[config.mk]
export PLATFORM = sky130hd
export DESIGN_NAME = dq_front
export DESIGN_NICKNAME = d
export VERILOG_FILES = /design/src/rtl/dq_pkg.sv /design/src/rtl/dq_front.sv
export SDC_FILE = /design/constraint.sdc
export NUM_CORES = 1
export LEC_CHECK = 0
export BUFFER_PORTS_ARGS = -buffer_cell sky130_fd_sc_hd__buf_2
export CELL_PAD_IN_SITES_DETAIL_PLACEMENT = 0
export CELL_PAD_IN_SITES_GLOBAL_PLACEMENT = 2
export CORE_MARGIN = 10
export CORE_UTILIZATION = 10
export DETAILED_ROUTE_END_ITERATION = 8
export PLACE_DENSITY = 0.95
export SYNTH_ARGS = -nofsm -noshare
export SYNTH_HDL_FRONTEND = slang
export SYNTH_SLANG_ARGS = --single-unit
export TNS_END_PERCENT = 10
[constraint.sdc]
create_clock -name vclk -period 0.8
set_input_delay 0.12 -clock vclk [all_inputs]
set_output_delay 0.12 -clock vclk [all_outputs]
set_load 0.03 [all_outputs]
[src/rtl/dq_pkg.sv]
// Shared definitions for the double-ended queue: operation and status codes,
// the decoded command carried from the front end to the back end, and defaults.
// No dependencies.
package dq_pkg;

   localparam int DEF_CAPACITY   = 256;
   localparam int DEF_DATA_WIDTH = 32;
   localparam int QUEUE_DEPTH    = 2;

   localparam logic [2:0] OP_PUSH_FRONT = 3'd0;
   localparam logic [2:0] OP_PUSH_BACK  = 3'd1;
   localparam logic [2:0] OP_READ_INDEX = 3'd2;
   localparam logic [2:0] OP_READ_FRONT = 3'd3;
   localparam logic [2:0] OP_READ_BACK  = 3'd4;
   localparam logic [2:0] OP_CLEAR      = 3'd5;

   localparam logic [1:0] ST_OK    = 2'd0;
   localparam logic [1:0] ST_RANGE = 2'd1;
   localparam logic [1:0] ST_FULL  = 2'd2;

   typedef struct packed {
      logic push;
      logic read;
      logic clear;
      logic bad;
      logic at_front;
      logic at_back;
   } kind_type;

   typedef struct packed {
      kind_type    kind;
      logic [31:0] value;
      logic [7:0]  index;
   } cmd_type;

endpackage

[src/rtl/dq_front.sv]
// Front end of the double-ended queue: accepts a transaction and classifies
// its operation into a decoded command. Depends on dq_pkg.
module dq_front (
   input  logic                 start,
   input  logic                 queue_full,
   input  logic [2:0]           req_operation,
   input  logic signed [31:0]   req_value,
   input  logic [7:0]           req_index,
   output logic                 push,
   output dq_pkg::cmd_type      cmd
);
   import dq_pkg::*;

   assign push = start && !queue_full;

   always_comb begin
      cmd       = '0;
      cmd.value = unsigned'(req_value);
      cmd.index = req_index;
      case (req_operation)
         OP_PUSH_FRONT: begin
            cmd.kind.push     = 1'b1;
            cmd.kind.at_front = 1'b1;
         end
         OP_PUSH_BACK: begin
            cmd.kind.push    = 1'b1;
            cmd.kind.at_back = 1'b1;
         end
         OP_READ_INDEX: begin
            cmd.kind.read = 1'b1;
         end
         OP_READ_FRONT: begin
            cmd.kind.read     = 1'b1;
            cmd.kind.at_front = 1'b1;
         end
         OP_READ_BACK: begin
            cmd.kind.read    = 1'b1;
            cmd.kind.at_back = 1'b1;
         end
         OP_CLEAR: begin
            cmd.kind.clear = 1'b1;
         end
         default: begin
            cmd.kind.bad = 1'b1;
         end
      endcase
   end

endmodule

==> run summary <==
Layout area overhead: -33.56%
Kind of critical path: input pin to output pin
Sequential cell area: 0 sq um
Post-route antenna net violation count: 0
Sequential element share of the synthesized area: 0%
RSZ-0062 raised after global routing: true
Wirelength per Cell: 12.10 um
Pre-antenna DRT Iters: 2
CP Data Required Time: 0.68 ns
Die Wd: 80.45 um
Top-count cell post-synth: buf_4
Fin crit share: 99.64%
Vias: 175
Measured slew at the worst slew-check pin: 0.1723 ns
Status: finished clean
Std cell rows: 21
Min-Delay Path Class: input pin to output pin
Gr ovfl total: 0
Vias in the first global route: 194
Largest net degree at the start of global routing: 8
Number of port buffers: 12
Count of cell types in the netlist: 9
Total Power: 146.1 uW
Dpl hpwl: 698.8 um
Clock buffer count: 0
Share of layout cells above drive strength 1: 69.57%
Routability congestion estimate: 0.6065
DR DRC count: 0
Top-level port count: 92
Minimum clock period: 0.7971 ns
Top cells by count, synth: buf_4 (40), nor2_1 (3), nand2b_1 (2)
Setup crit end kind: output pin
Worst slew margin: 88.59%
Cell Pwr Density: 602.0 nW/um^2
Yosys top cell area share: 82.19%
Initial Util: 10.61%
Initial antenna violation count: 0
Avg Cell Area, Syn: 7.164 sq um
Synth Instances: 51
DR iter-0 viols: 9
Peak VDD IR: 0.00008478 V
Final net count: 70
CP arrival: 0.68 ns
Post-CTS Hold Fix Bufs: 0
CP Max Fanout: 4
First-pass GRT wire length: 1159 um
Largest area contributor in the netlist: buf_4
Max-cap violations: 0
Full die area: 6471 sq um
Sequential cell count: 0
Final hold violations: 0
Core area: 3442 sq um
Critical path launch point type: input pin
Tot GR Track Use: 2.252%
Final setup violation count: 0
Final TNS setup: 0 ns
Ant. Diodes: 0
Slew Limit Fails: 0
Static leakage power: 0.1060 nW
Chip height: 80.45 um
Synth area leaders: buf_4 (82%), nand2b_1 (3.4%), nor2_1 (3.1%)
Post-synth net total: 96
Vias per cell: 2.536
Fmax: 1254 MHz
Synth warn: 0
Final WL: 835 um
Synth Cell Area: 365.4 sq um
==> critical path, cell delays in order <==
cell and delay (ns):
buf_8 0.11, nand2b_4 0.15, mux2i_1 0.12, buf_4 0.18
==> layout by cell type, fill, tap and decap left out <==
cell type,netlist,routed
buf_2,0,6
nor2_1,3,3
buf_6,0,3
nand2b_4,0,2
buf_4,40,2
nand2_1,1,1
a21oi_4,0,1
and2_2,1,1
nor2b_1,1,1
mux2i_1,1,1
xor2_1,1,1
buf_8,0,1
==> stage by stage <==
step,cell area [sq um],hold slack (ns),cells,setup slack [ns],utilization (%)
finish,242.7,0.2400,69,0.002862,7.052
floorplan,365.4,0.3473,51,-0.07511,-
detailed placement,182.7,0.2402,69,-0.05047,5.307
global placement,182.7,0.2402,69,-0.07113,5.307
global route,242.7,0.2400,69,-0.02159,7.052
CTS,220.2,0.2402,69,-0.009514,6.398
==> kinds of logic after synthesis <==
logic type,share of synthesized area [%]
AO/OA/AOI/OAI,1.369
XOR/XNOR,2.398
buffers and inverters,82.19
multiplexers,2.740
AND/OR/NAND/NOR,11.30
==> where the power goes <==
group          switching [mW]  total (mW)  internal, mW
Clock                       0           0             0
Sequential                  0           0             0
Combinational          0.0826       0.146        0.0635
==> per-layer routing <==
layer | vias up | global-route usage (%) | share of wire (%)
li1 | 60 | - | -
met1 | 64 | 1.689 | 23
met2 | 35 | 2.787 | 38
met3 | 16 | 2.339 | 28
met4 | 0 | 2.993 | 11
met5 | - | 0 | 0
==> what timing repair did <==
action,CTS,global route
gates resized for setup,11,4
endpoints found under the setup margin,3,2
buffers inserted,0,0
pin swaps,2,3
==> final timing paths <==
kind | cells past startpoint | start | slack (ns) | end
worst max-delay path | 4 | req_operation[0] | 0.003 | cmd[44]
worst min-delay path | 0 | req_value[12] | 0.24 | cmd[20]
==> cell type report <==
class	count	area [sq um]
Multi-Input combinational cell	11	91.34
Tap cell	46	57.56
Fill cell	408	3199
Timing Repair Buffer	12	93.84
Power figures use the tool's default switching activity.
