$ cat src/rtl/dq_pkg.sv
// Shared definitions for the double-ended queue: operation and status codes,
// the decoded command carried from the front end to the back end, and defaults.
// No dependencies.
package dq_pkg;

   localparam int DEF_CAPACITY   = 256;
   localparam int DEF_DATA_WIDTH = 32;
   localparam int QUEUE_DEPTH    = 2;

   localparam logic [2:0] OP_PUSH_FRONT = 3'd0;
   localparam logic [2:0] OP_PUSH_BACK  = 3'd1;
   localparam logic [2:0] OP_READ_INDEX = 3'd2;
   localparam logic [2:0] OP_READ_FRONT = 3'd3;
   localparam logic [2:0] OP_READ_BACK  = 3'd4;
   localparam logic [2:0] OP_CLEAR      = 3'd5;

   localparam logic [1:0] ST_OK    = 2'd0;
   localparam logic [1:0] ST_RANGE = 2'd1;
   localparam logic [1:0] ST_FULL  = 2'd2;

   typedef struct packed {
      logic push;
      logic read;
      logic clear;
      logic bad;
      logic at_front;
      logic at_back;
   } kind_type;

   typedef struct packed {
      kind_type    kind;
      logic [31:0] value;
      logic [7:0]  index;
   } cmd_type;

endpackage

$ cat src/rtl/dq_cmd_queue.sv
// Short command queue between the front end and the back end of the
// double-ended queue. Depends on dq_pkg.
module dq_cmd_queue (
   input  logic             clock,
   input  logic             reset,
   input  logic             push,
   input  dq_pkg::cmd_type  push_cmd,
   input  logic             pop,
   output logic             head_valid,
   output dq_pkg::cmd_type  head_cmd,
   output logic             full
);
   import dq_pkg::*;

   localparam int PTR_W  = (QUEUE_DEPTH > 1) ? $clog2(QUEUE_DEPTH) : 1;
   localparam int FILL_W = $clog2(QUEUE_DEPTH + 1);

   cmd_type            entry_ff [QUEUE_DEPTH];
   logic [PTR_W-1:0]   wr_ptr_ff, wr_ptr_in;
   logic [PTR_W-1:0]   rd_ptr_ff, rd_ptr_in;
   logic [FILL_W-1:0]  fill_ff, fill_in;
   logic               do_pop;

   assign head_valid = (fill_ff != '0);
   assign head_cmd   = entry_ff[rd_ptr_ff];
   assign full       = (fill_ff == FILL_W'(QUEUE_DEPTH));
   assign do_pop     = pop && head_valid;

   always_comb begin
      wr_ptr_in = wr_ptr_ff;
      rd_ptr_in = rd_ptr_ff;
      fill_in   = fill_ff;
      if (push) begin
         wr_ptr_in = (wr_ptr_ff == PTR_W'(QUEUE_DEPTH - 1)) ? '0 : wr_ptr_ff + 1'b1;
      end
      if (do_pop) begin
         rd_ptr_in = (rd_ptr_ff == PTR_W'(QUEUE_DEPTH - 1)) ? '0 : rd_ptr_ff + 1'b1;
      end
      if (push && !do_pop) begin
         fill_in = fill_ff + 1'b1;
      end else if (do_pop && !push) begin
         fill_in = fill_ff - 1'b1;
      end
   end

   always_ff @(posedge clock) begin
      if (reset) begin
         wr_ptr_ff <= '0;
         rd_ptr_ff <= '0;
         fill_ff   <= '0;
      end else begin
         wr_ptr_ff <= wr_ptr_in;
         rd_ptr_ff <= rd_ptr_in;
         fill_ff   <= fill_in;
      end
   end

   always_ff @(posedge clock) begin
      if (push) begin
         entry_ff[wr_ptr_ff] <= push_cmd;
      end
   end

   a_no_push_when_full: assert property (@(posedge clock) disable iff (reset)
      full |-> !push) else $error("command pushed into a full queue");

   a_fill_bounded: assert property (@(posedge clock) disable iff (reset)
      fill_ff <= FILL_W'(QUEUE_DEPTH)) else $error("queue fill exceeds its depth");

   a_pop_drains: assert property (@(posedge clock) disable iff (reset)
      (do_pop && !push) |=> (fill_ff == $past(fill_ff) - 1'b1))
      else $error("queue fill did not fall after a pop");

endmodule

$ cat config.mk
export PLATFORM = sky130hd
export DESIGN_NAME = dq_cmd_queue
export DESIGN_NICKNAME = d
export VERILOG_FILES = /design/src/rtl/dq_pkg.sv /design/src/rtl/dq_cmd_queue.sv
export SDC_FILE = /design/constraint.sdc
export NUM_CORES = 1
export LEC_CHECK = 0
export BUFFER_PORTS_ARGS = -buffer_cell sky130_fd_sc_hd__buf_2
export CAP_MARGIN = 20
export CORE_MARGIN = 2
export CORE_UTILIZATION = 58
export CTS_BUF_LIST = sky130_fd_sc_hd__clkbuf_4 sky130_fd_sc_hd__clkbuf_8
export DETAILED_ROUTE_END_ITERATION = 8
export PLACE_DENSITY = 0.87
export RECOVER_POWER = 100
export SETUP_SLACK_MARGIN = 0.3
export SLEW_MARGIN = 5
export SYNTH_ARGS = -nofsm -noshare
export SYNTH_HDL_FRONTEND = slang
export SYNTH_SLANG_ARGS = --single-unit
$ cat constraint.sdc
create_clock -name clock -period 8 [get_ports clock]
set_clock_uncertainty 0.1 [all_clocks]
set_input_delay 1.2 -clock clock [delete_from_list [all_inputs] [get_ports clock]]
set_output_delay 1.2 -clock clock [all_outputs]
set_load 0.02 [all_outputs]
==> results of run 1 <==
## kinds of logic (layout without fill, tap and decap cells)
kind of cell	after synthesis	count (layout)	synth area share [%]
muxes	46	46	14.62
AOI/OAI and AO/OA	3	3	0.4238
DFF	97	97	80.82
and+or+nand+nor	9	9	1.378
buffers and inverters	5	116	1.413
xor gates and xnor gates	4	4	0.9892
adders and majority gates	1	1	0.3532
## per-layer routing
metal,up-vias,GRT usage [%],part of all wire [%]
li1,856,-,-
met1,867,20.77,40
met2,67,30.08,53
met3,11,5.217,5.8
met4,0,9.833,1.6
met5,-,0,0
## placed cells by master, fill, tap and decap left out
master | netlist | layout
xnor2_1 | 1 | 1
clkbuf_1 | 0 | 68
nor2b_1 | 1 | 1
buf_2 | 1 | 32
o21ai_0 | 2 | 2
edfxtp_1 | 92 | 92
or3_1 | 1 | 1
xor2_1 | 3 | 3
nor2_1 | 4 | 4
dfxtp_1 | 5 | 5
clkinv_2 | 0 | 3
and2b_2 | 1 | 1
a21oi_1 | 1 | 1
mux2_2 | 46 | 44
clkinvlp_4 | 0 | 3
clkbuf_8 | 0 | 9
ha_1 | 1 | 1
inv_6 | 0 | 1
or2_2 | 1 | 1
and2_0 | 0 | 1
mux2_1 | 0 | 2
## registers in the layout (all words and copies together), names as in the netlist, named ones only
signal     count
rd_ptr_ff      1
entry_ff      92
fill_ff        2
wr_ptr_ff      1
## power by group
| group | internal (mW) | switching (mW) | total (mW) |
|---|---|---|---|
| combinational | 0.130 | 0.196 | 0.326 |
| sequential | 0.599 | 0.0215 | 0.620 |
| clock | 0.112 | 0.159 | 0.271 |
## worst max-delay path: cells and delay by family (launching register included)
family   cells  cell delay [ns]
flops        1             0.60
buf+inv      2             1.72
mux          1             0.39
## path summary, 6_finish.rpt
kind                                            endpoint  slack (ns)                   start  cells after the start
worst max-delay path                        head_cmd[35]        3.61                    flop                      3
worst min-delay path                                flop        0.42  rd_ptr_ff$_SDFFE_PP0P_                      2
worst max register to register  entry_ff[1][3]$_DFFE_PP_        4.92  wr_ptr_ff$_SDFFE_PP0P_                      2
worst min register to register                      flop        0.42  rd_ptr_ff$_SDFFE_PP0P_                      2
## layout make-up
type / count / area, um2
Clock inverter: 7 / 46.29
Tap cell: 75 / 93.84
Fill cell: 442 / 1749
Timing Repair Buffer: 100 / 415.4
Multi-Input combinational cell: 63 / 629.4
Clock buffer: 9 / 123.9
Sequential cell: 97 / 2863
## cell usage after synthesis (all sizes together)
| master | count | area share (%) |
|---|---|---|
| dfxtp | 5 | 2.8 |
| xor2 | 3 | 0.74 |
| nor2b | 1 | 0.18 |
| and2 | 1 | 0.18 |
| o21ai | 2 | 0.28 |
| xnor2 | 1 | 0.25 |
| a21oi | 1 | 0.14 |
| buf | 5 | 1.4 |
| or3 | 1 | 0.18 |
| or2 | 1 | 0.18 |
| and2b | 1 | 0.25 |
| ha | 1 | 0.35 |
| nor2 | 4 | 0.42 |
| mux2 | 46 | 15 |
| edfxtp | 92 | 78 |
==> summary.md, run 1 <==
| Metric | Value |
|---|---|
| Run status | finished with violations |
| Violated checks | capacitance limit, slew limit |
| Yosys warning count | 0 |
| CP Data Required Time | around 6.7 ns |
| Post-place setup slack | 5.045 ns |
| Synthesized flop and latch total | between 90 and 100 |
| Cell Pwr Density | 292.0 nW/um2 |
| Final ANT Viol Nets | 0 |
| Setup TNS | 0 ns |
| Crit path DAT | roughly 3.1 ns |
| Final worst slack | 3.615 ns |
| Row count | 28 |
| Placed cell areas | 4089 um2 |
| Slowest CP cell | clkbuf_1 |
| Post-CTS Setup Bufs | 0 |
| Setup violations, final | 0 |
| Crit path max fanout | 37 |
| Vias in the first global route | between 1500 and 2000 |
| CP Class | flop to output port |
| Port bufs | 97 |
| Die height | approximately 80 um |
| Number of remaining DRC errors | 0 |
| CP Cell Sequence | clkbuf_1 -> mux2_2 -> clkbuf_1 |
| Final hold vios | 0 |
| Max-cap violations | 3 |
| Least-Margin Pin Slew | 2.280 ns |
| Die width | 82.15 um |
| CP dominant cell by count | clkbuf_1 |
| Num Clock Sinks | 97 |
| Post-detail-place hpwl | 3864 um |
| Total power | 1.218 mW |
| Hold Path Class | flop to flop |
| Layout cells sized above 1 | between 30% and 40% |
| Final core occ | between 70% and 80% |
| Clock tree buffer depth | 2 |
| Fin crit period | 4.385 ns |
| Cell Count, Final, Fillers Out | 351 |
| Routed WL | 5844 um |
| Drt via density | 5.131 |
| Overflow after GRT | 0 |
| Yosys cell types | 16 |
| Cell count after synthesis | between 150 and 200 |
| Ant diodes | 0 |
| Final period util | a little over half |
| Top Ports | 98 |
| Crit-path max cell delay | 1.47 ns |
| Worst-path clk slew | ~0.09 ns |
| Layout area overhead | 17.77% |
| Post-cts hold buffer count | 0 |
| Relative slew slack | -51.98% |
| Static leakage | 1.412 nW |
| H-Tree Depth | 3 |
| DR WL/cell | 16.65 um |
| DRT Pass-1 Iters | 4 |
| First-pass GRT wire length | 8418 um |
| Startpoint types | flop |
| Crit. End Element | output port |
| Clock Latency Late Sink | 0.34 ns |
| Number of gates resized after cts | 0 |
| RSZ-0062 raised after global routing | false |
| CTS tree | done |
| Post-Syn Area per Cell | 21.47 um2 |
| Fin nets | 322 |
| Post-Syn Nets | 216 |
| Gr usage total | 17.91% |
| VDD IR max | ~0.00019 V |
| Clock Root Buffer | clkbuf_8 |
| DIE AREA | between 6000 and 7000 um2 |
| Max Clk Rate | 228.0 MHz |
| Sequential element share of the synthesized area | 80.82% |
| Final instance area | 4172 um2 |
| Slew Limit Fails | about 110 |
| Num CTS Buffers | 9 |
| DR vias | 1801 |
| Initial antenna violation count | 0 |
| Cells after DPL | ~330 |
| Fin Hold WS | 0.4188 ns |
| Mapped Area | 3542 um2 |
| Core area | 5921 um2 |
| Initial drt markers | 100 |
| Initial core utilization | 59.83% |
| Largest net degree at the start of global routing | 47 |
| GPL Wtd Cong | around 0.74 |
Note: power is estimated with default switching activity, not from simulation.
==> run 2: changes to the inputs <==
--- a/config.mk
+++ b/config.mk
@@ -8,10 +8,10 @@
 export BUFFER_PORTS_ARGS = -buffer_cell sky130_fd_sc_hd__buf_2
 export CAP_MARGIN = 20
 export CORE_MARGIN = 2
-export CORE_UTILIZATION = 58
+export CORE_UTILIZATION = 54
 export CTS_BUF_LIST = sky130_fd_sc_hd__clkbuf_4 sky130_fd_sc_hd__clkbuf_8
 export DETAILED_ROUTE_END_ITERATION = 8
-export PLACE_DENSITY = 0.87
+export PLACE_DENSITY = 0.82
 export RECOVER_POWER = 100
 export SETUP_SLACK_MARGIN = 0.3
 export SLEW_MARGIN = 5
==> constraint.sdc (replaced) <==
create_clock -name clock -period 4.1 [get_ports clock]
set_clock_uncertainty 0.1 [all_clocks]
set_input_delay 0.615 -clock clock [delete_from_list [all_inputs] [get_ports clock]]
set_output_delay 0.615 -clock clock [all_outputs]
set_load 0.02 [all_outputs]
==> run 2 against run 1 <==
  * The flow still finishes with violations (capacitance limit, slew limit)
  * Largest cell class unchanged
  * Routed wire length is 1.8% higher
  * Total power increased by 120%
  * Count of clock-buffer cells in the layout unchanged
  * Via count rose by 0.94%
  * Combinational power increased by 76%
  * Die area grew 7.0%
  * Highest routed layer unchanged
  * Final cell count is 0.28% higher
  * Register-to-register slack worse by 3.9 ns
  * First-iteration DRC count stayed put
==> summary.md, run 2 (synthesized netlist as in run 1, its figures left out) <==
| Metric | Value |
|---|---|
| Gr usage total | 16.81% |
| RSZ-0062 raised after global routing | false |
| Cell Pwr Density | 613.2 nW/um2 |
| Initial core utilization | 55.78% |
| Num CTS Buffers | 9 |
| Post-place setup slack | 1.699 ns |
| DIE AREA | 7223 um2 |
| Total internal power | between 1.5 and 2 mW |
| Violated checks | capacitance limit, slew limit |
| Port bufs | 97 |
| Overflow after GRT | 0 |
| Die width | around 85 um |
| Startpoint types | input port |
| R2R depth | 2 |
| Number of gates resized after cts | 0 |
| Static leakage | 1.478 nW |
| Hold Path Class | input port to flop |
| Num Clock Sinks | 97 |
| Relative slew slack | -42.81% |
| Fin nets | 321 |
| Final ANT Viol Nets | 0 |
| Run status | finished with violations |
| Commonest non-fill, non-tap cells in the layout | edfxtp_1, clkbuf_1, mux2_2 |
| VDD IR max | roughly 0.00041 V |
| Worst-path clk slew | around 0.090 ns |
| Cells after DPL | 335 |
| Biggest regs | entry_ff x92, fill_ff x2 |
| Largest net degree at the start of global routing | 47 |
| Initial drt markers | 100 |
| Layout cells sized above 1 | 36.36% |
| Slew Limit Fails | between 50 and 60 |
| R2R Path End | entry_ff[1][42]$_DFFE_PP_ |
| R2R Setup Slk | 1.00 ns |
| Reg power frac | 48.3% |
| Clock Latency Late Sink | 0.34 ns |
| Hold EP | entry_ff[0][35]$_DFFE_PP_ |
| Setup TNS | 0 ns |
| Least-Margin Pin Slew | 2.138 ns |
| DR vias | about 1800 |
| Switching power | 0.7395 mW |
| Setup violations, final | 0 |
| Ant diodes | 0 |
| H-Tree Depth | 3 |
| Commonest non-fill, non-tap cell in the layout | edfxtp_1 |
| Clk network pwr share | a little under 30% |
| Fillcell total | 468 |
| Worst R2R Start | wr_ptr_ff$_SDFFE_PP0P_ |
| Top reg by flops | entry_ff |
| Final core occ | 67.35% |
| Largest register FFs | between 90 and 100 |
| Max Clk Rate | between 300 and 400 MHz |
| CP Class | input port to flop |
| Final period util | 78.08% |
| Die height | 84.99 um |
| GPL Wtd Cong | 0.7159 |
| DRT Pass-1 Iters | 4 |
| Crit. End Element | flop |
| DR WL/cell | 16.90 um |
| Drt via density | approximately 5.2 |
| Switching share of total power | 28.20% |
| Final hold vios | 0 |
| Clock tree buffer depth | 2 |
| Core area | 6350 um2 |
| Max-cap violations | 2 |
| Crit path DAT | 3.04 ns |
| Fin crit period | 3.201 ns |
| Layout area overhead | 20.73% |
| First-pass GRT wire length | 9108 um |
| Post-CTS Setup Bufs | 0 |
| Crit path max fanout | 33 |
| Routed WL | 5949 um |
| Vias in the first global route | between 1500 and 2000 |
| Final worst slack | roughly 0.90 ns |
| Row count | 29 |
| Top Ports | 98 |
| Cell Count, Final, Fillers Out | 352 |
| Post-detail-place hpwl | 3671 um |
| Hold Crit Start | push_cmd[35] |
| Post-cts hold buffer count | 0 |
| Hold Crit Depth | 1 |
| CTS tree | done |
| Initial antenna violation count | 0 |
| CP Data Required Time | 3.93 ns |
| Clock Root Buffer | clkbuf_8 |
| Gate power share | 21.9% |
| Number of remaining DRC errors | 0 |
==> run 2: cell types whose count changed in the layout (fill, tap and decap cells not counted) <==
| cell | delta |
|---|---|
| clkbuf_1 | -7 |
| buf_2 | +5 |
| bufinv_16 | +4 |
| clkinv_2 | -3 |
| clkinvlp_4 | -3 |
| buf_4 | +1 |
| clkinv_1 | +1 |
| clkinv_4 | +1 |
| dfxtp_1 | -1 |
| dfxtp_2 | +1 |
==> run 2: worst max-delay path: stages <==
cell      delay, ns
clkbuf_1       0.19
and2_0         0.80
clkbuf_1       1.41
==> run 2: how the worst max path moves through the flow <==
stage,start,to,slack (ns),cells after the start
after floorplan,push,entry_ff[0][0]$_DFFE_PP_,0.88,1
after global placement,flop,head_cmd[26],1.70,2
after detailed placement,flop,head_cmd[9],1.70,2
after CTS,flop,head_cmd[9],1.31,2
after global routing,push,entry_ff[1][39]$_DFFE_PP_,0.66,3
final,push,entry_ff[1][42]$_DFFE_PP_,0.90,3
==> run 2: final cells by class <==
cell class | count | area, um2 | area share, %
flip-flops and latches | 97 | 2864 | 66.97
clock buffers | 9 | 123.9 | 2.896
well taps | 77 | 96.34 | 2.253
repair buffers | 99 | 421.7 | 9.860
multi-input cells | 63 | 629.4 | 14.72
clock inverters | 7 | 141.4 | 3.306
==> run 2: power groups by stage <==
stage                     sequential (mW)  clock, mW  combinational, mW
final                                1.27      0.782              0.575
after global routing                 1.28      0.834              0.614
after CTS                            1.27      0.799              0.619
after detailed placement             1.29          0              0.611
after global placement               1.29          0              0.603
after floorplan                      1.21          0              0.519
==> run 2: metal layers <==
metal  part of all wire (%)  up-vias  global-route usage [%]
met2                     53       51                   28.20
met3                    5.5        8                   6.323
met5                      0        -                       0
li1                       -      855                       -
met1                     40      904                   20.54
met4                    1.3        0                   4.762
==> run 2: stage by stage <==
| step | cell area [um2] | power [mW] | hold slack, ns |
|---|---|---|---|
| floorplan | 3542 | 1.729 | 0.3661 |
| global placement | 4091 | 1.891 | 0.3899 |
| detailed placement | 4091 | 1.905 | 0.4056 |
| CTS | 4357 | 2.689 | 0.3331 |
| global route | 4277 | 2.732 | 0.3235 |
| finish | 4277 | 2.622 | 0.3537 |
==> run 3: changes to the inputs <==
--- a/config.mk
+++ b/config.mk
@@ -5,13 +5,14 @@
 export SDC_FILE = /design/constraint.sdc
 export NUM_CORES = 1
 export LEC_CHECK = 0
+export ABC_AREA = 1
 export BUFFER_PORTS_ARGS = -buffer_cell sky130_fd_sc_hd__buf_2
 export CAP_MARGIN = 20
 export CORE_MARGIN = 2
-export CORE_UTILIZATION = 54
+export CORE_UTILIZATION = 49
 export CTS_BUF_LIST = sky130_fd_sc_hd__clkbuf_4 sky130_fd_sc_hd__clkbuf_8
 export DETAILED_ROUTE_END_ITERATION = 8
-export PLACE_DENSITY = 0.82
+export PLACE_DENSITY = 0.78
 export RECOVER_POWER = 100
 export SETUP_SLACK_MARGIN = 0.3
 export SLEW_MARGIN = 5
==> constraint.sdc (replaced) <==
create_clock -name clock -period 2.6 [get_ports clock]
set_clock_uncertainty 0.1 [all_clocks]
set_input_delay 0.39 -clock clock [delete_from_list [all_inputs] [get_ports clock]]
set_output_delay 0.39 -clock clock [all_outputs]
set_load 0.02 [all_outputs]
==> run 3 against run 2 <==
  * Critical endpoint is now head_cmd[27]
  * Global-route usage is 1.6 points lower
  * Routed wire length rose by 4.3%
  * Count of clock-buffer cells in the layout increased by 1
  * First-iteration DRC count is 4.0% higher
  * Sequential cell count did not move
  * Largest cell class unchanged
  * The flow now finishes without violations
  * Via count grew 4.7%
==> summary.md, run 3 <==
| Metric | Value |
|---|---|
| Crit. End Element | output port |
| CP Data Required Time | about 2.1 ns |
| Yosys cell types | 15 |
| Routed wl met2 | about 3000 um |
| GPL Wtd Cong | between 0.7 and 0.8 |
| Async S/R FF share, synth | 0% |
| Commonest non-fill, non-tap cell in the layout | edfxtp_1 |
| Largest register FFs | 92 |
| DR vias | 1904 |
| CP Cell Sequence | buf_12 -> mux2_1 -> buf_2 |
| Initial core utilization | 51.20% |
| Die height | 91.53 um |
| Clock Root Buffer | clkbuf_8 |
| Max Clk Rate | about 450 MHz |
| Area contributors post-synth | edfxtp_1, mux2_4, dfxtp_1, buf_12, mux2_2 |
| Number of gates resized after cts | 0 |
| Post-detail-place hpwl | 4121 um |
| Drt via density | 4.895 |
| Core area | ~7300 um2 |
| Most frequent cell after synthesis | edfxtp_1 |
| DIE AREA | 8377 um2 |
| Final period util | 85.31% |
| Final ANT Viol Nets | 0 |
| Largest net degree at the start of global routing | 32 |
| Slowest CP cell | dfxtp_4 |
| Number of synthesized flops with an enable pin | 92 |
| Static leakage | 1.625 nW |
| Crit-path leading delay family | flip-flops |
| Num CTS Buffers | 9 |
| Commonest non-fill, non-tap cells in the layout | edfxtp_1, clkbuf_1, buf_2 |
| Crit path DAT | 1.73 ns |
| CP bufs+invs | 2 |
| Worst-path clk slew | about 0.080 ns |
| First-pass GRT wire length | 9390 um |
| Startpoint types | flop |
| Biggest regs | entry_ff x92, fill_ff x2 |
| Layout cells sized above 1 | roughly 33% |
| Fin nets | 336 |
| H-Tree Depth | 3 |
| Post-CTS Setup Bufs | 0 |
| Row count | 31 |
| Post-place setup slack | 0.7264 ns |
| Cell count after synthesis | 178 |
| Ant diodes | 0 |
| Fin Hold WS | 0.1244 ns |
| Setup TNS | 0 ns |
| Post-Syn Nets | 229 |
| CP Class | flop to output port |
| Setup violations, final | 0 |
| Least-Margin Pin Slew | 1.082 ns |
| Relative slew slack | 27.72% |
| Final worst slack | 0.3820 ns |
| Gr usage total | 15.16% |
| Yosys warning count | 0 |
| Routed wl met3 | about 480 um |
| Top Ports | 98 |
| Vias in the first global route | 1950 |
| Port bufs | a little under 100 |
| Post-synth top flop | edfxtp_1 |
| Die width | ~92 um |
| Mapped Area | between 3000 and 4000 um2 |
| Sequential element share of the synthesized area | 76.27% |
| Crit path max fanout | 31 |
| CTS tree | done |
| Cell Pwr Density | 734.7 nW/um2 |
| Commonest cells post-synth | edfxtp_1, mux2_4, inv_1, nand2_1 |
| Post-synth top area share | 73.60% |
| Clock Latency Late Sink | roughly 0.34 ns |
| Synthesized flop and latch total | 97 |
| Fin crit period | 2.218 ns |
| Crit-path max cell delay | 0.52 ns |
| RSZ-0062 raised after global routing | false |
| Run status | finished clean |
| Final hold vios | 0 |
| Overflow after GRT | 0 |
| Initial antenna violation count | 0 |
| DR WL/cell | approximately 16 um |
| Post-cts hold buffer count | 0 |
| Clock tree buffer depth | 2 |
| Top reg by flops | entry_ff |
| Max-cap violations | 0 |
| Top cell type by total area after synthesis | edfxtp_1 |
| Post-Syn Area per Cell | 21.09 um2 |
| DR top layer | met4 |
| VDD IR max | between 0.0003 and 0.0004 V |
| Number of remaining DRC errors | 0 |
| Fillcell total | 588 |
| Slew Limit Fails | 0 |
| Hold Path Class | input port to flop |
| Initial drt markers | 104 |
| DRT Pass-1 Iters | 5 |
| Routed WL | roughly 6200 um |
| DRT met1 WL | 2552 um |
| Layout area overhead | 17.23% |
| Num Clock Sinks | 97 |
run 3: final timing paths:
path / startpoint / end / slack [ns] / cells after the start
worst min-delay path: push_cmd[17] / entry_ff[1][17]$_DFFE_PP_ / 0.12 / 1
worst min register to register: rd_ptr_ff$_SDFFE_PP0P_ / rd_ptr_ff$_SDFFE_PP0P_ / 0.45 / 2
worst max register to register: wr_ptr_ff$_SDFFE_PP0P_ / entry_ff[0][2]$_DFFE_PP_ / 0.44 / 2
worst max-delay path: flop / head_cmd[27] / 0.38 / 3
run 3: stage by stage:
| stage | area [um2] | util, % | cells | power, mW |
|---|---|---|---|---|
| after floorplan | 3756 | - | 178 | 2.324 |
| after global placement | 4350 | 59.34 | 373 | 2.467 |
| after detailed placement | 4350 | 59.34 | 373 | 2.486 |
| after CTS | 4517 | 61.61 | 389 | 3.317 |
| after global routing | 4400 | 60.03 | 389 | 3.361 |
| final | 4400 | 60.03 | 389 | 3.233 |
run 3: cell families after synthesis:
family / count (synthesis) / share of synthesized area, %
compound gates: 3 / 0.3999
fa+ha+maj: 1 / 0.3333
buf+inv: 13 / 3.233
flops: 97 / 76.27
mux: 46 / 17.80
simple gates: 18 / 1.967
run 3: per-layer routing:
layer  track usage, %  vias to the layer above
met5                0                        -
met4            7.576                        0
met3            4.564                       13
met2            25.18                       71
met1            17.85                      926
li1                 -                      894
run 3: final cells by class:
class                      count  area [um2]  area share, %
multi-input combinational     68       743.2          16.89
inverter                       8       30.03         0.6824
clock inverter                 6       35.03         0.7961
timing repair buffer         101       470.5          10.69
sequential                    97        2867          65.14
clock buffer                  10       131.4          2.985
tap                           99       123.9          2.815
run 3: power by group:
group / switching (mW) / leakage [nW] / internal (mW) / total, mW
Clock: 0.486 / 0.0869 / 0.352 / 0.838
Combinational: 0.317 / 0.633 / 0.228 / 0.546
Sequential: 0.0412 / 0.906 / 1.81 / 1.85
